$ cat config.mk
export PLATFORM = sky130hd
export DESIGN_NAME = exrm_cordic
export DESIGN_NICKNAME = d
export VERILOG_FILES = /design/src/hw/rtl/exrm_pkg.sv /design/src/hw/rtl/exrm_cordic.sv
export SDC_FILE = /design/constraint.sdc
export NUM_CORES = 2
export LEC_CHECK = 0
export BUFFER_PORTS_ARGS = -buffer_cell sky130_fd_sc_hd__buf_2
export CORE_AREA = 2 2 347 486
export DETAILED_ROUTE_END_ITERATION = 6
export DIE_AREA = 0 0 349 488
export PLACE_DENSITY_LB_ADDON = 0.3
export SETUP_SLACK_MARGIN = 0.3
export SLEW_MARGIN = 40
export SYNTH_ARGS = -nofsm -noshare
export SYNTH_HDL_FRONTEND = slang
export SYNTH_SLANG_ARGS = --single-unit
$ cat constraint.sdc
create_clock -name clk -period 14.9 [get_ports clk]
set_clock_uncertainty 0.2 [all_clocks]
set_input_delay 2.235 -clock clk [delete_from_list [all_inputs] [get_ports clk]]
set_output_delay 2.235 -clock clk [all_outputs]
set_load 0.05 [all_outputs]
$ cat src/hw/rtl/exrm_pkg.sv
`timescale 1ns / 1ps
package exrm_pkg;
	localparam int CsBits = 18;
	localparam int XyBits = 34;
	localparam int OutBits = 16;
	localparam int AngInBits = 16;
	localparam logic signed [15:0] PiQ13 = 16'sd25736;
	localparam logic signed [XyBits-1:0] GainQ30 = 34'sd652032874;
	localparam logic signed [35:0] PiQ30 = 36'sd3373259426;
	localparam logic signed [35:0] HalfPiQ30 = 36'sd1686629713;

	typedef logic signed [CsBits-1:0] cs_t;

	typedef struct packed {
		logic signed [AngInBits-1:0] angle_x;
		logic signed [AngInBits-1:0] angle_y;
		logic signed [AngInBits-1:0] angle_z;
	} angles_t;

	typedef struct packed {
		logic signed [OutBits-1:0] m00;
		logic signed [OutBits-1:0] m01;
		logic signed [OutBits-1:0] m02;
		logic signed [OutBits-1:0] m10;
		logic signed [OutBits-1:0] m11;
		logic signed [OutBits-1:0] m12;
		logic signed [OutBits-1:0] m20;
		logic signed [OutBits-1:0] m21;
		logic signed [OutBits-1:0] m22;
	} matrix_t;

	function automatic logic signed [35:0] atan_q30(input int i);
		logic signed [35:0] r;
		case (i)
			0: r = 36'sd843314856;
			1: r = 36'sd497837829;
			2: r = 36'sd263043836;
			3: r = 36'sd133525158;
			4: r = 36'sd67021686;
			5: r = 36'sd33543515;
			6: r = 36'sd16775850;
			7: r = 36'sd8388437;
			8: r = 36'sd4194282;
			9: r = 36'sd2097149;
			10: r = 36'sd1048575;
			11: r = 36'sd524287;
			12: r = 36'sd262143;
			13: r = 36'sd131071;
			14: r = 36'sd65535;
			15: r = 36'sd32767;
			16: r = 36'sd16383;
			17: r = 36'sd8191;
			18: r = 36'sd4095;
			19: r = 36'sd2047;
			20: r = 36'sd1023;
			21: r = 36'sd511;
			22: r = 36'sd255;
			23: r = 36'sd127;
			24: r = 36'sd63;
			25: r = 36'sd31;
			26: r = 36'sd15;
			27: r = 36'sd8;
			28: r = 36'sd4;
			29: r = 36'sd2;
			default: r = '0;
		endcase
		return r;
	endfunction

	function automatic logic signed [35:0] q30_round(input logic signed [35:0] c, input int sh);
		logic signed [35:0] r;
		r = (c + (36'sd1 <<< (sh - 1))) >>> sh;
		return r;
	endfunction
endpackage

$ cat src/hw/rtl/exrm_cordic.sv
`timescale 1ns / 1ps
module exrm_cordic #(
	parameter int ANGLE_BITS = 16,
	parameter int CORDIC_STEPS = 16
) (
	input  logic clk,
	input  logic adv,
	input  logic signed [exrm_pkg::AngInBits-1:0] angle,
	output exrm_pkg::cs_t sin_v,
	output exrm_pkg::cs_t cos_v
);
	localparam int F = ANGLE_BITS - 3;
	localparam int Sh = 30 - F;
	localparam int ZW = ANGLE_BITS + 2;
	localparam int XW = exrm_pkg::XyBits;

	logic signed [ZW-1:0] z_s0;
	logic signed [ZW-1:0] hp, pi_c;
	logic signed [ZW-1:0] z_s [CORDIC_STEPS+1];
	logic signed [XW-1:0] x_s [CORDIC_STEPS+1];
	logic signed [XW-1:0] y_s [CORDIC_STEPS+1];
	logic neg_s [CORDIC_STEPS+1];
	logic signed [15:0] a_cl;
	logic signed [XW-1:0] xr, yr;

	always_comb begin
		a_cl = angle;
		if (angle > exrm_pkg::PiQ13) a_cl = exrm_pkg::PiQ13;
		if (angle < -exrm_pkg::PiQ13) a_cl = -exrm_pkg::PiQ13;
		if (F >= 13) z_s0 = ZW'(signed'(a_cl)) <<< (F >= 13 ? F - 13 : 0);
		else z_s0 = ZW'(signed'(a_cl) >>> (F < 13 ? 13 - F : 0));
		hp = ZW'(exrm_pkg::q30_round(exrm_pkg::HalfPiQ30, Sh));
		pi_c = ZW'(exrm_pkg::q30_round(exrm_pkg::PiQ30, Sh));
	end

	always_ff @(posedge clk) begin
		if (adv) begin
			neg_s[0] <= (z_s0 > hp) || (z_s0 < -hp);
			if (z_s0 > hp) z_s[0] <= z_s0 - pi_c;
			else if (z_s0 < -hp) z_s[0] <= z_s0 + pi_c;
			else z_s[0] <= z_s0;
			x_s[0] <= exrm_pkg::GainQ30;
			y_s[0] <= '0;
		end
	end

	for (genvar i = 0; i < CORDIC_STEPS; i++) begin : g_step
		localparam logic signed [ZW-1:0] T = ZW'(exrm_pkg::q30_round(exrm_pkg::atan_q30(i), Sh));
		always_ff @(posedge clk) begin
			if (adv) begin
				neg_s[i+1] <= neg_s[i];
				if (z_s[i] >= 0) begin
					x_s[i+1] <= x_s[i] - (y_s[i] >>> i);
					y_s[i+1] <= y_s[i] + (x_s[i] >>> i);
					z_s[i+1] <= z_s[i] - T;
				end else begin
					x_s[i+1] <= x_s[i] + (y_s[i] >>> i);
					y_s[i+1] <= y_s[i] - (x_s[i] >>> i);
					z_s[i+1] <= z_s[i] + T;
				end
			end
		end
	end

	always_comb begin
		xr = neg_s[CORDIC_STEPS] ? -x_s[CORDIC_STEPS] : x_s[CORDIC_STEPS];
		yr = neg_s[CORDIC_STEPS] ? -y_s[CORDIC_STEPS] : y_s[CORDIC_STEPS];
	end

	always_ff @(posedge clk) begin
		if (adv) begin
			cos_v <= exrm_pkg::CsBits'((xr + (XW'(1) <<< 13)) >>> 14);
			sin_v <= exrm_pkg::CsBits'((yr + (XW'(1) <<< 13)) >>> 14);
		end
	end
endmodule

Word level (Yosys, flattened, before mapping)
Memory sizes are Yosys's and may differ from the RTL's.
Index checks and enable logic that the tools add are counted.
{"block": "op_classes", "magnitude_cmp": 20, "reduce_logical": 1, "bitwise": 50, "addsub": 97, "mux": 163}
{"cell": "34-bit two-way mux", "count": 32}
{"cell": "18-bit two-way mux", "count": 18}
{"cell": "18-bit by 1-bit greater-or-equal comparator with 1-bit output (second input constant)", "count": 16}
{"cell": "1-bit two-way mux", "count": 109}
{"cell": "34-bit by 19-bit adder with 34-bit output", "count": 2}
{"cell": "34-bit by 20-bit adder with 34-bit output", "count": 2}
{"cell": "34-bit by 21-bit adder with 34-bit output", "count": 2}
{"cell": "34-bit by 22-bit adder with 34-bit output", "count": 2}
{"cell": "34-bit by 23-bit adder with 34-bit output", "count": 2}
{"cell": "34-bit by 24-bit adder with 34-bit output", "count": 2}
{"cell": "34-bit by 25-bit adder with 34-bit output", "count": 2}
{"cell": "34-bit by 26-bit adder with 34-bit output", "count": 2}
{"cell": "34-bit by 27-bit adder with 34-bit output", "count": 2}
{"cell": "34-bit by 28-bit adder with 34-bit output", "count": 2}
{"cell": "34-bit by 29-bit adder with 34-bit output", "count": 2}
{"cell": "34-bit by 30-bit adder with 34-bit output", "count": 2}
{"cell": "34-bit by 31-bit adder with 34-bit output", "count": 2}
{"cell": "34-bit by 32-bit adder with 34-bit output", "count": 2}
{"cell": "34-bit by 33-bit adder with 34-bit output", "count": 2}
{"cell": "34-bit by 19-bit subtractor with 34-bit output", "count": 2}
{"cell": "34-bit by 20-bit subtractor with 34-bit output", "count": 2}
{"cell": "34-bit by 21-bit subtractor with 34-bit output", "count": 2}
{"cell": "34-bit by 22-bit subtractor with 34-bit output", "count": 2}
{"cell": "34-bit by 23-bit subtractor with 34-bit output", "count": 2}
{"cell": "50 further kinds", "count": 116}
{"block": "totals", "ram_bits": 1479, "wordCells": 337, "mem_count": 4, "register_bits": 36}
{"name": "x_s", "depth": 17, "word_bits": 34, "read_ports": 17, "rd_ports_with_merged_regs": 0, "wr": 17, "line": "exrm_cordic.sv:20", "source": "logic signed [XW-1:0] x_s [CORDIC_STEPS+1];"}
{"name": "y_s", "depth": 17, "word_bits": 34, "read_ports": 17, "rd_ports_with_merged_regs": 0, "wr": 17, "line": "exrm_cordic.sv:21", "source": "logic signed [XW-1:0] y_s [CORDIC_STEPS+1];"}
{"name": "z_s", "depth": 17, "word_bits": 18, "read_ports": 16, "rd_ports_with_merged_regs": 0, "wr": 17, "line": "exrm_cordic.sv:19", "source": "logic signed [ZW-1:0] z_s [CORDIC_STEPS+1];"}
{"name": "neg_s", "depth": 17, "word_bits": 1, "read_ports": 17, "rd_ports_with_merged_regs": 0, "wr": 17, "line": "exrm_cordic.sv:22", "source": "logic neg_s [CORDIC_STEPS+1];"}

Longest topological paths before layout
{"block": "logic_depth", "ltp_word": 10, "depth_mapped": 24}

Worst setup path before layout
OpenSTA, ideal clock, no wires.
{"block": "synth_path", "kind": "input -> register", "start": "in adv", "end": "mem x_s[9][32] in the netlist's numbering, data pin", "path_slack_ns": 7.767, "arrival_ns": 6.667, "stages": 20, "required_ns": 14.434, "setup_ns": 0.266, "path_cell_list": "clkbuf_1 clkbuf_1 and2_1 clkbuf_1 inv_1 clkbuf_1 nand2_1 o21ai_0 fa_1 a21o_1 a21oi_1 o21ai_1 a2111oi_0 o31ai_1 a211oi_1 nand2_1 a221oi_1 o21ai_1 o41ai_1 xnor2_1"}
{"element": "start, declared", "line": "exrm_cordic.sv:7", "source": "input logic adv,"}
{"element": "end, declared", "line": "exrm_cordic.sv:20"}

==> flow_summary.json <==
{
  "synthFlopType": "edfxtp_1",
  "cts_tree": "yes",
  "hp-class": "flip-flop to flip-flop",
  "status": "finished clean",
  "ios": 54,
  "wl_mm": 299,
  "synth.area.top_cells": "edfxtp_1 36%, ha_1 13%, xnor2_1 9.1%, a21oi_1 5.3%, xor2_1 4.5%",
  "r2r-start": "z_s[8][17]",
  "hpwl_mm": 235,
  "reg2reg_depth": 18,
  "crit_path_end_kind": "flip-flop",
  "finalHoldViolations": 0,
  "yosys.area.top_type": "edfxtp_1",
  "rows": 177,
  "drtIter0Drc": 6141,
  "drive_gt1_frac": 0.0449,
  "dr.pass1.iters": 6,
  "post_drt_wl_per_cell_um": 22.0,
  "yosys_warnings": 0,
  "synth.cell_area_um2": 109000,
  "rrSetupSlack_ps": 8680,
  "grt_overflow": 0,
  "ant_nets": 0,
  "postCtsResizedCells": 0,
  "cap_violations": 0,
  "slew_headroom": 0.363,
  "grt_pass1_vias": 87380,
  "synth_top_area_frac": 0.358,
  "min_period_over_period": 0.525,
  "synth_most_common_cell": "edfxtp_1",
  "startpoint_type": "input port",
  "synthCells": 11306,
  "post_cts_buffers": 0,
  "worstPathArrival_ps": 8230,
  "track_usage": 0.346,
  "critPathKind": "input port to flip-flop",
  "hp-start": "z_s[7][1]",
  "ctsHoldBuffers": 0,
  "holdPathEnd": "z_s[8][1]",
  "worstMarginPinSlew_ps": 950,
  "synth.distinct_cells": 94,
  "area_growth_pct": 6.69,
  "io_buffers": 53,
  "viasPerCell": 6.49,
  "clock-sinks": 1297,
  "grt_pass1_wl_mm": 466,
  "antenna_found_initial": 6,
  "path_clk_slew_ps": 70,
  "reg2reg_to": "x_s[9][32]",
  "async_flop_share": 0,
  "drc": 0,
  "synth-edff-count": 1297,
  "clkLatencyLatePin_ps": 850,
  "cts_buffers": 138,
  "start_util": 0.656,
  "cts_root_buffer": "clkbuf_16",
  "avgSynthCellArea_um2": 9.62,
  "required_ps": 15300,
  "htreeDepth": 4,
  "hold_path_depth": 0,
  "rsz0062_at_grt": "no",
  "globalplace.congestion": 1.01,
  "die_area_um2": 170000,
  "nNetsFinal": 12548,
  "fin_setup_tns_ps": 0,
  "fmaxAchievable_ghz": 0.128,
  "die_h_um": 488,
  "synth_seq_cells": 1297,
  "crit_fanout": 109,
  "vias": 88225,
  "drv_slew": 0,
  "yosys-top-cells-count": "1,297 x edfxtp_1, 1,152 x a21oi_1, 1,151 x ha_1, 1,133 x xnor2_1, 933 x nor2_1",
  "setup_viol": 0,
  "cts_buffer_depth": 3,
  "die_w_um": 349,
  "min_period_ps": 7830,
  "synth.net_count": 12521,
  "yosysSeqAreaShare": 0.358,
  "grt_max_degree": 132,
  "core_area_um2": 166000
}
how the worst max path moves through the flow:
| stage | cells after the start | start | slack [ps] | end |
|---|---|---|---|---|
| floorplan | 20 | adv | 7770 | x_s[9][32] |
| detailed placement | 20 | adv | 6090 | y_s[4][32] |
| global placement | 20 | adv | 6150 | y_s[4][32] |
| finish | 20 | adv | 7070 | y_s[4][32] |
| CTS | 20 | adv | 6960 | y_s[4][32] |
| global route | 18 | adv | 6660 | x_s[16][31] |
registers in the layout, summed over array words and instances, names as in the netlist:
register	flops
cos_v	18
y_s	509
x_s	482
neg_s	17
sin_v	18
z_s	253
cell usage in the layout, fill, tap and decap left out, types with 31 or more instances in the layout:
master	count
buf_4	36
o41ai_1	56
fa_1	46
nand4_1	66
o211ai_1	65
or3_1	86
nand2_1	595
a21o_1	492
buf_2	52
a211oi_1	109
a21boi_0	34
edfxtp_1	1297
ha_1	1151
and3_1	99
a211o_1	31
clkbuf_16	144
inv_1	462
xor2_1	555
o21bai_1	159
or4_1	48
nor3b_1	39
o31ai_1	119
nand2b_1	178
a21oi_1	1152
xnor2_1	1131
mux2i_1	73
o21ai_0	571
nor2_1	933
o21a_1	185
mux2_2	61
or2_2	64
nor2b_1	150
and2_1	70
a31oi_1	106
nand3_1	157
nor4_1	78
nor3_1	292
worst max-delay path, cell delays in order:
cell and delay (ps):
buf_12 290, buf_12 500, buf_6 620, nand2_1 110, buf_4 340, inv_2 560
nor2_1 130, xnor2_1 160, ha_1 340, a211o_1 330, a21oi_1 230, o221ai_1 200
o21a_1 260, o41ai_1 380, o21ai_1 240, a41o_1 300, nor3_1 210, nor3_1 90
or3_1 330, xor2_1 140
cell families (layout without fill, tap and decap cells):
kind of cell | after synthesis | after routing | share of synthesized area
buffers and inverters | 685 | 822 | 0.0237
multiplexers | 134 | 134 | 0.0130
adder cells (fa/ha/maj) | 1197 | 1197 | 0.141
XOR/XNOR | 1688 | 1688 | 0.136
flip-flops | 1297 | 1297 | 0.358
AO/OA/AOI/OAI | 3360 | 3360 | 0.196
other | 0 | 5 | 0
AND/OR/NAND/NOR | 2945 | 2945 | 0.132
cell type report:
type	instances	area [um2]
Tap cell	2148	2690
Sequential cell	1297	38900
Fill cell	12562	49900
Clock inverter	87	891
Inverter	471	1770
Multi-Input combinational cell	9324	67300
Antenna cell	5	12.5
Clock buffer	163	3670
Timing Repair Buffer	101	754
routing by layer:
layer	up-vias	part of all wire	track usage
li1	41974	-	-
met1	41863	0.34	0.341
met2	3022	0.51	0.632
met3	1362	0.046	0.0525
met4	4	0.10	0.296
met5	-	0.000090	0
metrics by stage:
stage	setup WS (ps)	instances	cell area (um2)	hold WS, ps	utilization
6_report	7070	13596	116000	214	0.699
5_1_grt	6660	13594	116000	215	0.699
4_1_cts	6960	13590	116000	215	0.699
3_5_place_dp	6090	13340	111000	205	0.671
3_3_place_gp	6150	13338	111000	201	0.671
2_1_floorplan	7770	11306	109000	200	-
Power is not shown: default switching activity piles up to over one toggle a cycle in this logic, so the estimate is an artifact.
